<file path="src/rtl/assert_macros.svh">
// Assertion macros used by channel_occupancy_survey, the top level of the channel survey block.
// Depends on nothing; each macro expects signals named clock and reset in scope.
`ifndef ASSERT_MACROS_SVH
`define ASSERT_MACROS_SVH

// Same-cycle implication, disabled while reset is high.
`define ASSERT_SAME(label, pre, post) \
   label: assert property (@(posedge clock) disable iff (reset) (pre) |-> (post)) \
      else $error("assertion failed");

// Next-cycle implication, disabled while reset is high.
`define ASSERT_NEXT(label, pre, post) \
   label: assert property (@(posedge clock) disable iff (reset) (pre) |=> (post)) \
      else $error("assertion failed");

`endif

</file>
<file path="src/rtl/cos_pkg.sv">
// Types, codes and helper functions for the channel occupancy survey.
// Depends on nothing; imported by channel_occupancy_survey.
`default_nettype none

package cos_pkg;

   // Fixed field widths.
   localparam int CHAN_W  = 4;
   localparam int RSSI_W  = 8;
   localparam int WORD_W  = 32;
   localparam int SCORE_W = 7;
   localparam int AP_W    = 8;
   localparam int REQ_W   = 3;
   // Width for comparing channel numbers against slot bounds (slots stay below 256).
   localparam int CMP_W   = 8;

   localparam logic [CHAN_W-1:0]  REGION_RESET = 4'd13;
   localparam logic [SCORE_W-1:0] SCORE_CAP    = 7'd100;
   localparam logic [7:0]         SCORE_CAP_W  = 8'd100;
   localparam logic [7:0]         AP_WEIGHT    = 8'd12;
   localparam logic [AP_W-1:0]    AP_MAX       = 8'd255;
   // Above this many access points the score is capped regardless of frames.
   localparam logic [AP_W-1:0]    AP_CAP_LIMIT = 8'd8;

   typedef enum logic [REQ_W-1:0] {
      REQ_FRAME    = 3'd0,
      REQ_AP       = 3'd1,
      REQ_DWELL    = 3'd2,
      REQ_QUERY    = 3'd3,
      REQ_QUIETEST = 3'd4,
      REQ_CLEAR    = 3'd5
   } req_code_type;

   typedef enum logic [1:0] {
      ST_IDLE,
      ST_EXEC,
      ST_SCAN,
      ST_REPORT
   } state_type;

   // One table entry per channel slot.
   typedef struct packed {
      logic [WORD_W-1:0]        frames;
      logic signed [RSSI_W-1:0] peak;
      logic [AP_W-1:0]          aps;
      logic [WORD_W-1:0]        dwell;
   } entry_type;

   localparam entry_type ENTRY_RESET = '{frames: 32'd0, peak: 8'sh80, aps: 8'd0, dwell: 32'd0};

   // Busyness score: 12 per access point plus frames / 8, capped at 100.
   function automatic logic [SCORE_W-1:0] entry_score(input entry_type e);
      logic [WORD_W-4:0] frames_div;
      logic [7:0]        sum;
      frames_div = e.frames[WORD_W-1:3];
      sum = 8'(e.aps[3:0]) * AP_WEIGHT + {1'b0, frames_div[6:0]};
      if ((e.aps > AP_CAP_LIMIT) || (frames_div > 29'(SCORE_CAP))) begin
         return SCORE_CAP;
      end else if (sum > SCORE_CAP_W) begin
         return SCORE_CAP;
      end else begin
         return sum[SCORE_W-1:0];
      end
   endfunction

endpackage

`default_nettype wire

</file>
<file path="src/rtl/channel_occupancy_survey.sv">
// Top level of the channel occupancy survey: per-channel table in one memory.
// Depends on cos_pkg and assert_macros.svh.
//
//   Channel   Ports                      Handshake
//   request   start, busy, req_*         taken when start is high and busy low
//   response  rsp_valid, rsp_*           one-cycle strobe, cannot be held off
//   config    csr_valid, csr_ready, csr_data   written when valid and ready
//
// Note, frame, access point, dwell and query transactions are a table read, then the
// write-back or report. A quietest search makes one pipelined read per channel scanned,
// then a read of the winner. Clear, unused codes and requests on invalid channels are
// handled when accepted and leave the block idle. Reset and clear mark every entry
// unwritten at once; no clearing pass runs.
// Responses never stall, and configuration is always ready.
`default_nettype none

`include "assert_macros.svh"

module channel_occupancy_survey #(
   parameter int CHAN_LOW  = 1,
   parameter int CHAN_HIGH = 14,
   parameter int SLOTS     = 16
) (
   input  wire logic                                clock,
   input  wire logic                                reset,
   input  wire logic                                start,
   output      logic                                busy,
   input  wire logic [cos_pkg::REQ_W-1:0]           req_type,
   input  wire logic [cos_pkg::CHAN_W-1:0]          req_channel,
   input  wire logic signed [cos_pkg::RSSI_W-1:0]   req_rssi,
   input  wire logic [cos_pkg::WORD_W-1:0]          req_dwell_add,
   input  wire logic [cos_pkg::WORD_W-1:0]          req_min_dwell,
   output      logic                                rsp_valid,
   output      logic [cos_pkg::SCORE_W-1:0]         rsp_score,
   output      logic [cos_pkg::CHAN_W-1:0]          rsp_quietest_channel,
   output      logic signed [cos_pkg::RSSI_W-1:0]   rsp_peak_level,
   output      logic [cos_pkg::WORD_W-1:0]          rsp_frame_total,
   output      logic [cos_pkg::AP_W-1:0]            rsp_ap_total,
   output      logic [cos_pkg::WORD_W-1:0]          rsp_dwell_total,
   input  wire logic                                csr_valid,
   output      logic                                csr_ready,
   input  wire logic [cos_pkg::CHAN_W-1:0]          csr_data
);
   import cos_pkg::*;

   localparam int AW = $clog2(SLOTS);
   localparam int SCW = CHAN_W + 1;
   localparam logic [CMP_W-1:0] LOW_C   = CMP_W'(CHAN_LOW);
   localparam logic [CMP_W-1:0] HIGH_C  = CMP_W'(CHAN_HIGH);
   localparam logic [CMP_W-1:0] SLOTS_C = CMP_W'(SLOTS);

   // Table memory and per-entry written flags.
   entry_type        mem [SLOTS];
   entry_type        rd_data_ff;
   logic             rd_valid_ff;
   logic [SLOTS-1:0] valid_ff, valid_in;
   logic [AW-1:0]    rd_addr, wr_addr;
   logic             wr_en;
   entry_type        wr_data;
   entry_type        rd_entry;

   // Control and latched request.
   state_type                state_ff, state_in;
   req_code_type             op_ff, op_in;
   logic [AW-1:0]            addr_ff, addr_in;
   logic signed [RSSI_W-1:0] rssi_ff, rssi_in;
   logic [WORD_W-1:0]        add_ff, add_in;
   logic [WORD_W-1:0]        min_ff, min_in;
   logic [CHAN_W-1:0]        region_ff, region_in;

   // Scan pipeline.
   logic [SCW-1:0]     scan_c_ff, scan_c_in;
   logic               pend_ff, pend_in;
   logic [CHAN_W-1:0]  pend_c_ff, pend_c_in;
   logic [CHAN_W-1:0]  best_ff, best_in;
   logic [SCORE_W-1:0] low_score_ff, low_score_in;

   // Response registers.
   logic                     rsp_valid_ff, rsp_valid_in;
   logic [SCORE_W-1:0]       rsp_score_ff, rsp_score_in;
   logic [CHAN_W-1:0]        rsp_best_ff, rsp_best_in;
   entry_type                rsp_entry_ff, rsp_entry_in;

   logic               req_chan_ok;
   logic               scan_more;
   logic [CMP_W-1:0]   scan_ext;
   logic [SCORE_W-1:0] rd_score;
   logic               accept;

   assign accept    = start && !busy;
   assign busy      = (state_ff != ST_IDLE);
   assign csr_ready = 1'b1;
   assign rd_entry  = rd_valid_ff ? rd_data_ff : ENTRY_RESET;
   assign rd_score  = entry_score(rd_entry);

   // Channel range checks for the request and the scan counter.
   assign req_chan_ok = (CMP_W'(req_channel) >= LOW_C) && (CMP_W'(req_channel) <= HIGH_C)
                        && (CMP_W'(req_channel) < SLOTS_C);
   assign scan_ext  = CMP_W'(scan_c_ff);
   assign scan_more = (scan_ext <= CMP_W'(region_ff)) && (scan_ext >= LOW_C)
                      && (scan_ext <= HIGH_C) && (scan_ext < SLOTS_C);

   // Table memory: one write port, one registered read port.
   always_ff @(posedge clock) begin
      if (wr_en) begin
         mem[wr_addr] <= wr_data;
      end
      rd_data_ff  <= mem[rd_addr];
      rd_valid_ff <= valid_ff[rd_addr];
   end

   // Control registers.
   always_ff @(posedge clock) begin
      if (reset) begin
         state_ff     <= ST_IDLE;
         valid_ff     <= '0;
         region_ff    <= REGION_RESET;
         pend_ff      <= 1'b0;
         rsp_valid_ff <= 1'b0;
      end else begin
         state_ff     <= state_in;
         valid_ff     <= valid_in;
         region_ff    <= region_in;
         pend_ff      <= pend_in;
         rsp_valid_ff <= rsp_valid_in;
      end
   end

   // Payload registers.
   always_ff @(posedge clock) begin
      op_ff         <= op_in;
      addr_ff       <= addr_in;
      rssi_ff       <= rssi_in;
      add_ff        <= add_in;
      min_ff        <= min_in;
      scan_c_ff     <= scan_c_in;
      pend_c_ff     <= pend_c_in;
      best_ff       <= best_in;
      low_score_ff  <= low_score_in;
      rsp_score_ff  <= rsp_score_in;
      rsp_best_ff   <= rsp_best_in;
      rsp_entry_ff  <= rsp_entry_in;
   end

   // Next state, memory control and response.
   always_comb begin
      state_in      = state_ff;
      valid_in      = valid_ff;
      region_in     = region_ff;
      op_in         = op_ff;
      addr_in       = addr_ff;
      rssi_in       = rssi_ff;
      add_in        = add_ff;
      min_in        = min_ff;
      scan_c_in     = scan_c_ff;
      pend_in       = 1'b0;
      pend_c_in     = pend_c_ff;
      best_in       = best_ff;
      low_score_in  = low_score_ff;
      rsp_valid_in  = 1'b0;
      rsp_score_in  = rsp_score_ff;
      rsp_best_in   = rsp_best_ff;
      rsp_entry_in  = rsp_entry_ff;
      rd_addr       = addr_ff;
      wr_en         = 1'b0;
      wr_addr       = addr_ff;
      wr_data       = rd_entry;

      if (csr_valid && csr_ready) begin
         region_in = csr_data;
      end

      unique case (state_ff)
         ST_IDLE: begin
            if (accept) begin
               op_in   = req_code_type'(req_type);
               addr_in = AW'(req_channel);
               rssi_in = req_rssi;
               add_in  = req_dwell_add;
               min_in  = req_min_dwell;
               rd_addr = AW'(req_channel);
               unique case (req_type)
                  REQ_FRAME, REQ_AP, REQ_DWELL, REQ_QUERY: begin
                     if (req_chan_ok) begin
                        state_in = ST_EXEC;
                     end
                  end
                  REQ_QUIETEST: begin
                     scan_c_in     = SCW'(CHAN_LOW);
                     best_in       = '0;
                     low_score_in  = '0;
                     state_in      = ST_SCAN;
                  end
                  REQ_CLEAR: begin
                     valid_in = '0;
                  end
                  default: begin
                  end
               endcase
            end
         end

         ST_EXEC: begin
            state_in = ST_IDLE;
            case (op_ff)
               REQ_FRAME: begin
                  wr_en = 1'b1;
                  if (rd_entry.frames != '1) begin
                     wr_data.frames = rd_entry.frames + 1'b1;
                  end
                  if (rssi_ff > rd_entry.peak) begin
                     wr_data.peak = rssi_ff;
                  end
               end
               REQ_AP: begin
                  wr_en = 1'b1;
                  if (rd_entry.aps != AP_MAX) begin
                     wr_data.aps = rd_entry.aps + 1'b1;
                  end
               end
               REQ_DWELL: begin
                  wr_en = 1'b1;
                  wr_data.dwell = rd_entry.dwell + add_ff;
               end
               default: begin
                  // Query: report the entry as read.
                  rsp_valid_in = 1'b1;
                  rsp_score_in = rd_score;
                  rsp_best_in  = '0;
                  rsp_entry_in = rd_entry;
               end
            endcase
            if (wr_en) begin
               valid_in[addr_ff] = 1'b1;
            end
         end

         ST_SCAN: begin
            // Evaluate the entry read in the previous cycle.
            if (pend_ff && (rd_entry.dwell >= min_ff)) begin
               if ((best_ff == '0) || (rd_score < low_score_ff)) begin
                  best_in       = pend_c_ff;
                  low_score_in  = rd_score;
               end
            end
            // Issue the read of the next channel, or fetch the winner.
            if (scan_more) begin
               rd_addr   = AW'(scan_c_ff);
               pend_in   = 1'b1;
               pend_c_in = scan_c_ff[CHAN_W-1:0];
               scan_c_in = scan_c_ff + 1'b1;
            end else if (!pend_ff) begin
               rd_addr  = AW'(best_ff);
               state_in = ST_REPORT;
            end
         end

         ST_REPORT: begin
            state_in     = ST_IDLE;
            rsp_valid_in = 1'b1;
            rsp_score_in = low_score_ff;
            rsp_best_in  = best_ff;
            rsp_entry_in = (best_ff != '0) ? rd_entry : ENTRY_RESET;
         end
      endcase
   end

   assign rsp_valid            = rsp_valid_ff;
   assign rsp_score            = rsp_score_ff;
   assign rsp_quietest_channel = rsp_best_ff;
   assign rsp_peak_level       = rsp_entry_ff.peak;
   assign rsp_frame_total      = rsp_entry_ff.frames;
   assign rsp_ap_total         = rsp_entry_ff.aps;
   assign rsp_dwell_total      = rsp_entry_ff.dwell;

   // A response only follows an execute or report cycle.
   `ASSERT_SAME(a_rsp_source, rsp_valid, $past(busy) && ($past(state_ff) != ST_SCAN))
   // Table writes happen only in the execute cycle of a transaction.
   `ASSERT_SAME(a_write_in_exec, wr_en, state_ff == ST_EXEC)
   // A pending scan read is only evaluated while scanning.
   `ASSERT_SAME(a_pend_in_scan, pend_ff, state_ff == ST_SCAN)
   // An accepted quietest search makes the block busy in the next cycle.
   `ASSERT_NEXT(a_busy_after_accept, accept && (req_type == REQ_QUIETEST), busy)

endmodule

`default_nettype wire

</file>
<file path="config.mk">
export PLATFORM = sky130hd
export DESIGN_NAME = channel_occupancy_survey
export DESIGN_NICKNAME = d
export VERILOG_FILES = /design/src/rtl/cos_pkg.sv /design/src/rtl/channel_occupancy_survey.sv
export VERILOG_INCLUDE_DIRS = /design/src /design/src/rtl
export SDC_FILE = /design/constraint.sdc
export NUM_CORES = 2
export LEC_CHECK = 0
export BUFFER_PORTS_ARGS = -buffer_cell sky130_fd_sc_hd__buf_2
export CAP_MARGIN = 10
export CORE_AREA = 2 2 385 387
export CTS_CLUSTER_DIAMETER = 60
export CTS_CLUSTER_SIZE = 24
export DETAILED_ROUTE_END_ITERATION = 10
export DIE_AREA = 0 0 387 389
export SYNTH_ARGS = -nofsm -noshare
export SYNTH_HDL_FRONTEND = slang
export SYNTH_SLANG_ARGS = --single-unit
</file>
<file path="constraint.sdc">
create_clock -name clock -period 6.5 [get_ports clock]
set_clock_uncertainty 0.15 [all_clocks]
set_input_delay 0.65 -clock clock [delete_from_list [all_inputs] [get_ports clock]]
set_output_delay 0.65 -clock clock [all_outputs]
set_load 0.01 [all_outputs]
</file>
==> run metrics <==
first drt pass iteration count 6; initial antenna violation count 11; top cells by count, synth edfxtp_1 (1,470), o211ai_1 (491), mux2_2 (329); die height 389 um; Num CTS Buffers around 120; CP required 6.74 ns; sequential area share after synthesis 69.13%; Setup Viol. Count Final 0; final hold violations 0; CTS Root Cell clkbuf_16; Cell Pwr Density 315.7 nW/um^2; VDD IR max 0.2146 mV; Critical Path Start Type flop; core area 146,600 sq um; share of layout cells above drive strength 1 19.05%; post-synth top area share 65.99%; clock share of power around a third; Total Nets Final roughly 4,900; dominant synthesized flop cell edfxtp_1; worst skew pair latency 0.77 ns; Final min period ~5.5 ns; maxcap violations 0; Initial DRC Count 4,036; drt wl/cell ~27 um; worst min path class in -> reg; Final Cell Area 75,330 sq um; number of flops mapped to enable cells by yosys around 1,500; final worst-path cycle share 83.99%; distinct cell type count after synthesis 72; CTS max path bufs 3; Post-DRT Antenna Nets 0; Yosys reg bits between 1,500 and 2,000; routability cong. 0.8596; sequential fraction of design power 50.8%; crit path capture type flop; # IOs about 180; port buffer count 179; Via density 6.041; switching fraction of total power just under 30%; Syn Nets 4,657; Overflow after GRT 0; CTS tree done; Gate Count Post-Synth 4,475; Crit Path Class reg -> reg; CTS sink cnt 1,575; Critical Path Fanout Max 14; top post-synthesis cells by area edfxtp_1 (66%), mux2_2 (5.5%), o211ai_1 (5.5%); # hold bufs at CTS 79; RSZ-0062 raised after global routing false; Slew @ Worst Pin 1.261 ns; CP Data Arrival Time between 5 and 6 ns; DRC 0; setup bufs post-CTS 0; die area 150,500 sq um; Fmax achieved around 180 MHz; status complete, no violations; H-tree levels 3; Layout area overhead 12.62%; ys async rst share 0%; Die W 387 um; dpl cell area 70,320 sq um; Setup TNS 0 ns; largest net degree at the start of global routing between 150 and 200; Initial Util 45.63%; Avg Cell Area, Syn 14.95 sq um; Pint about 17,000 uW; P_leak between 0.02 and 0.03 uW; vias 40,530; total track usage 23.41%; row count 141; relative slew slack 15.31%; clock-pin slew of the registers on the worst-case setup and hold paths 0.09 ns; P_sw roughly 7000 uW; Warnings, synthesis 0; total wire length 179.2 mm; final HPWL from detailed placement 94.35 mm; Slew Viols, Final 0; PostCTS Resize Cnt 0; fillers approximately 12,000; vias in the first global route 40,040; post-synth top area cell edfxtp_1; most common cell in the netlist edfxtp_1; first-pass GRT wire length approximately 260 mm; Comb power frac about 16%; Synth Cell Area 66,890 sq um
[per-stage QoR]
step	power (uW)	utilization, %	cells	worst slack (ns)	hold slack (ns)
6_report	23780	51.39	6710	1.041	0.04751
5_1_grt	24630	51.38	6707	0.4711	0.04547
4_1_cts	23900	51.35	6702	1.072	0.005063
3_5_place_dp	16120	47.96	6399	1.107	0.2965
3_3_place_gp	16080	47.96	6399	1.194	0.2927
2_1_floorplan	14720	-	4475	0.5922	0.2810
[sequential cells by signal, summed over array words and instances (netlist names), 2 cells and up]
register and flops:
region_ff 4, addr_ff 4, state_ff 2, rsp_frame_total 32
rsp_score 7, op_ff 3, scan_c_ff 5, best_ff 4
pend_c_ff 4, rssi_ff 8, rsp_quietest_channel 4, min_ff 32
rsp_peak_level 8, add_ff 32, mem 1280, rd_data_ff 80
rsp_ap_total 8, low_score_ff 7, valid_ff 16, rsp_dwell_total 32
[logic make-up after synthesis]
family | share of synthesized area, %
flip-flops | 69.13
AO/OA/AOI/OAI | 12.04
buffers and inverters | 4.003
AND/OR/NAND/NOR | 4.108
multiplexers | 8.114
adder cells (fa/ha/maj) | 1.799
XOR/XNOR | 0.7987
other | 0.005606
[cell type report]
class / instances / area (sq um) / share of cell area [%]
clock inverters: 97 / 1126 / 1.495
clock buffers: 127 / 3049 / 4.047
multi-input cells: 2254 / 18170 / 24.12
diodes: 3 / 7.507 / 0.009965
flip-flops and latches: 1575 / 46250 / 61.39
well taps: 1930 / 2415 / 3.205
repair buffers: 399 / 3102 / 4.117
inverters: 325 / 1220 / 1.619
[power by group through the flow]
stage	Sequential (uW)	Clock, uW	Combinational, uW
after CTS	12100	7950	3880
after global routing	12100	8310	4230
after floorplan	12200	0	2560
after detailed placement	12300	0	3820
final	12100	7820	3890
after global placement	12300	0	3790
[routing by layer]
metal | wire length, um | share of wire (%) | track usage (%)
met5 | 58 | 0.032 | 0
met4 | 5003 | 2.8 | 6.652
met1 | 78090 | 44 | 32.99
met2 | 82640 | 46 | 37.01
met3 | 13370 | 7.5 | 4.581
[cell usage in the layout (no fill, tap or decap), drive strengths merged, types with 16 or more instances in the layout]
| cell | Yosys | routed |
|---|---|---|
| a21o | 31 | 31 |
| a21oi | 73 | 73 |
| and2 | 81 | 81 |
| and3 | 38 | 38 |
| buf | 99 | 319 |
| clkbuf | 222 | 128 |
| clkinv | 1 | 33 |
| dfxtp | 105 | 105 |
| dlygate4sd3 | 0 | 79 |
| edfxtp | 1470 | 1470 |
| ha | 93 | 93 |
| inv | 324 | 375 |
| mux2 | 330 | 330 |
| mux2i | 171 | 171 |
| nand2 | 122 | 122 |
| nand3 | 29 | 29 |
| nand4 | 25 | 25 |
| nor2 | 138 | 138 |
| nor3 | 28 | 28 |
| nor4 | 16 | 16 |
| o2111ai | 86 | 86 |
| o211ai | 491 | 491 |
| o21ai | 70 | 70 |
| o311ai | 244 | 244 |
| xnor2 | 38 | 38 |
| xor2 | 23 | 23 |
[worst paths after layout]
| check | start | end | slack (ns) | cells after the start |
|---|---|---|---|---|
| setup / recovery | rd_valid_ff | low_score_ff[4] | 1.04 | 23 |
| hold / removal | csr_valid | region_ff[3] | 0.05 | 2 |
| setup reg to reg | rd_valid_ff | low_score_ff[4] | 1.04 | 23 |
| hold reg to reg | valid_ff[3] | valid_ff[3] | 0.31 | 2 |
[worst max-delay path, cell delays in order, from the launching register on]
cell and delay (ns):
dfxtp_4 0.40, nand2_1 0.13, inv_1 0.10, ha_1 0.30, ha_1 0.25, nor2_1 0.13
xnor2_1 0.14, ha_1 0.24, inv_1 0.11, nor2_1 0.06, nor2_1 0.12, xor2_1 0.22
nor3_1 0.10, nor3_1 0.37, nand2_1 0.18, inv_1 0.09, ha_1 0.24, a21o_1 0.16
a21o_1 0.17, a21oi_1 0.13, o21ai_0 0.11, a2111oi_0 0.37, nor3_1 0.11, nor3_2 0.72
Power figures use the tool's default switching activity.
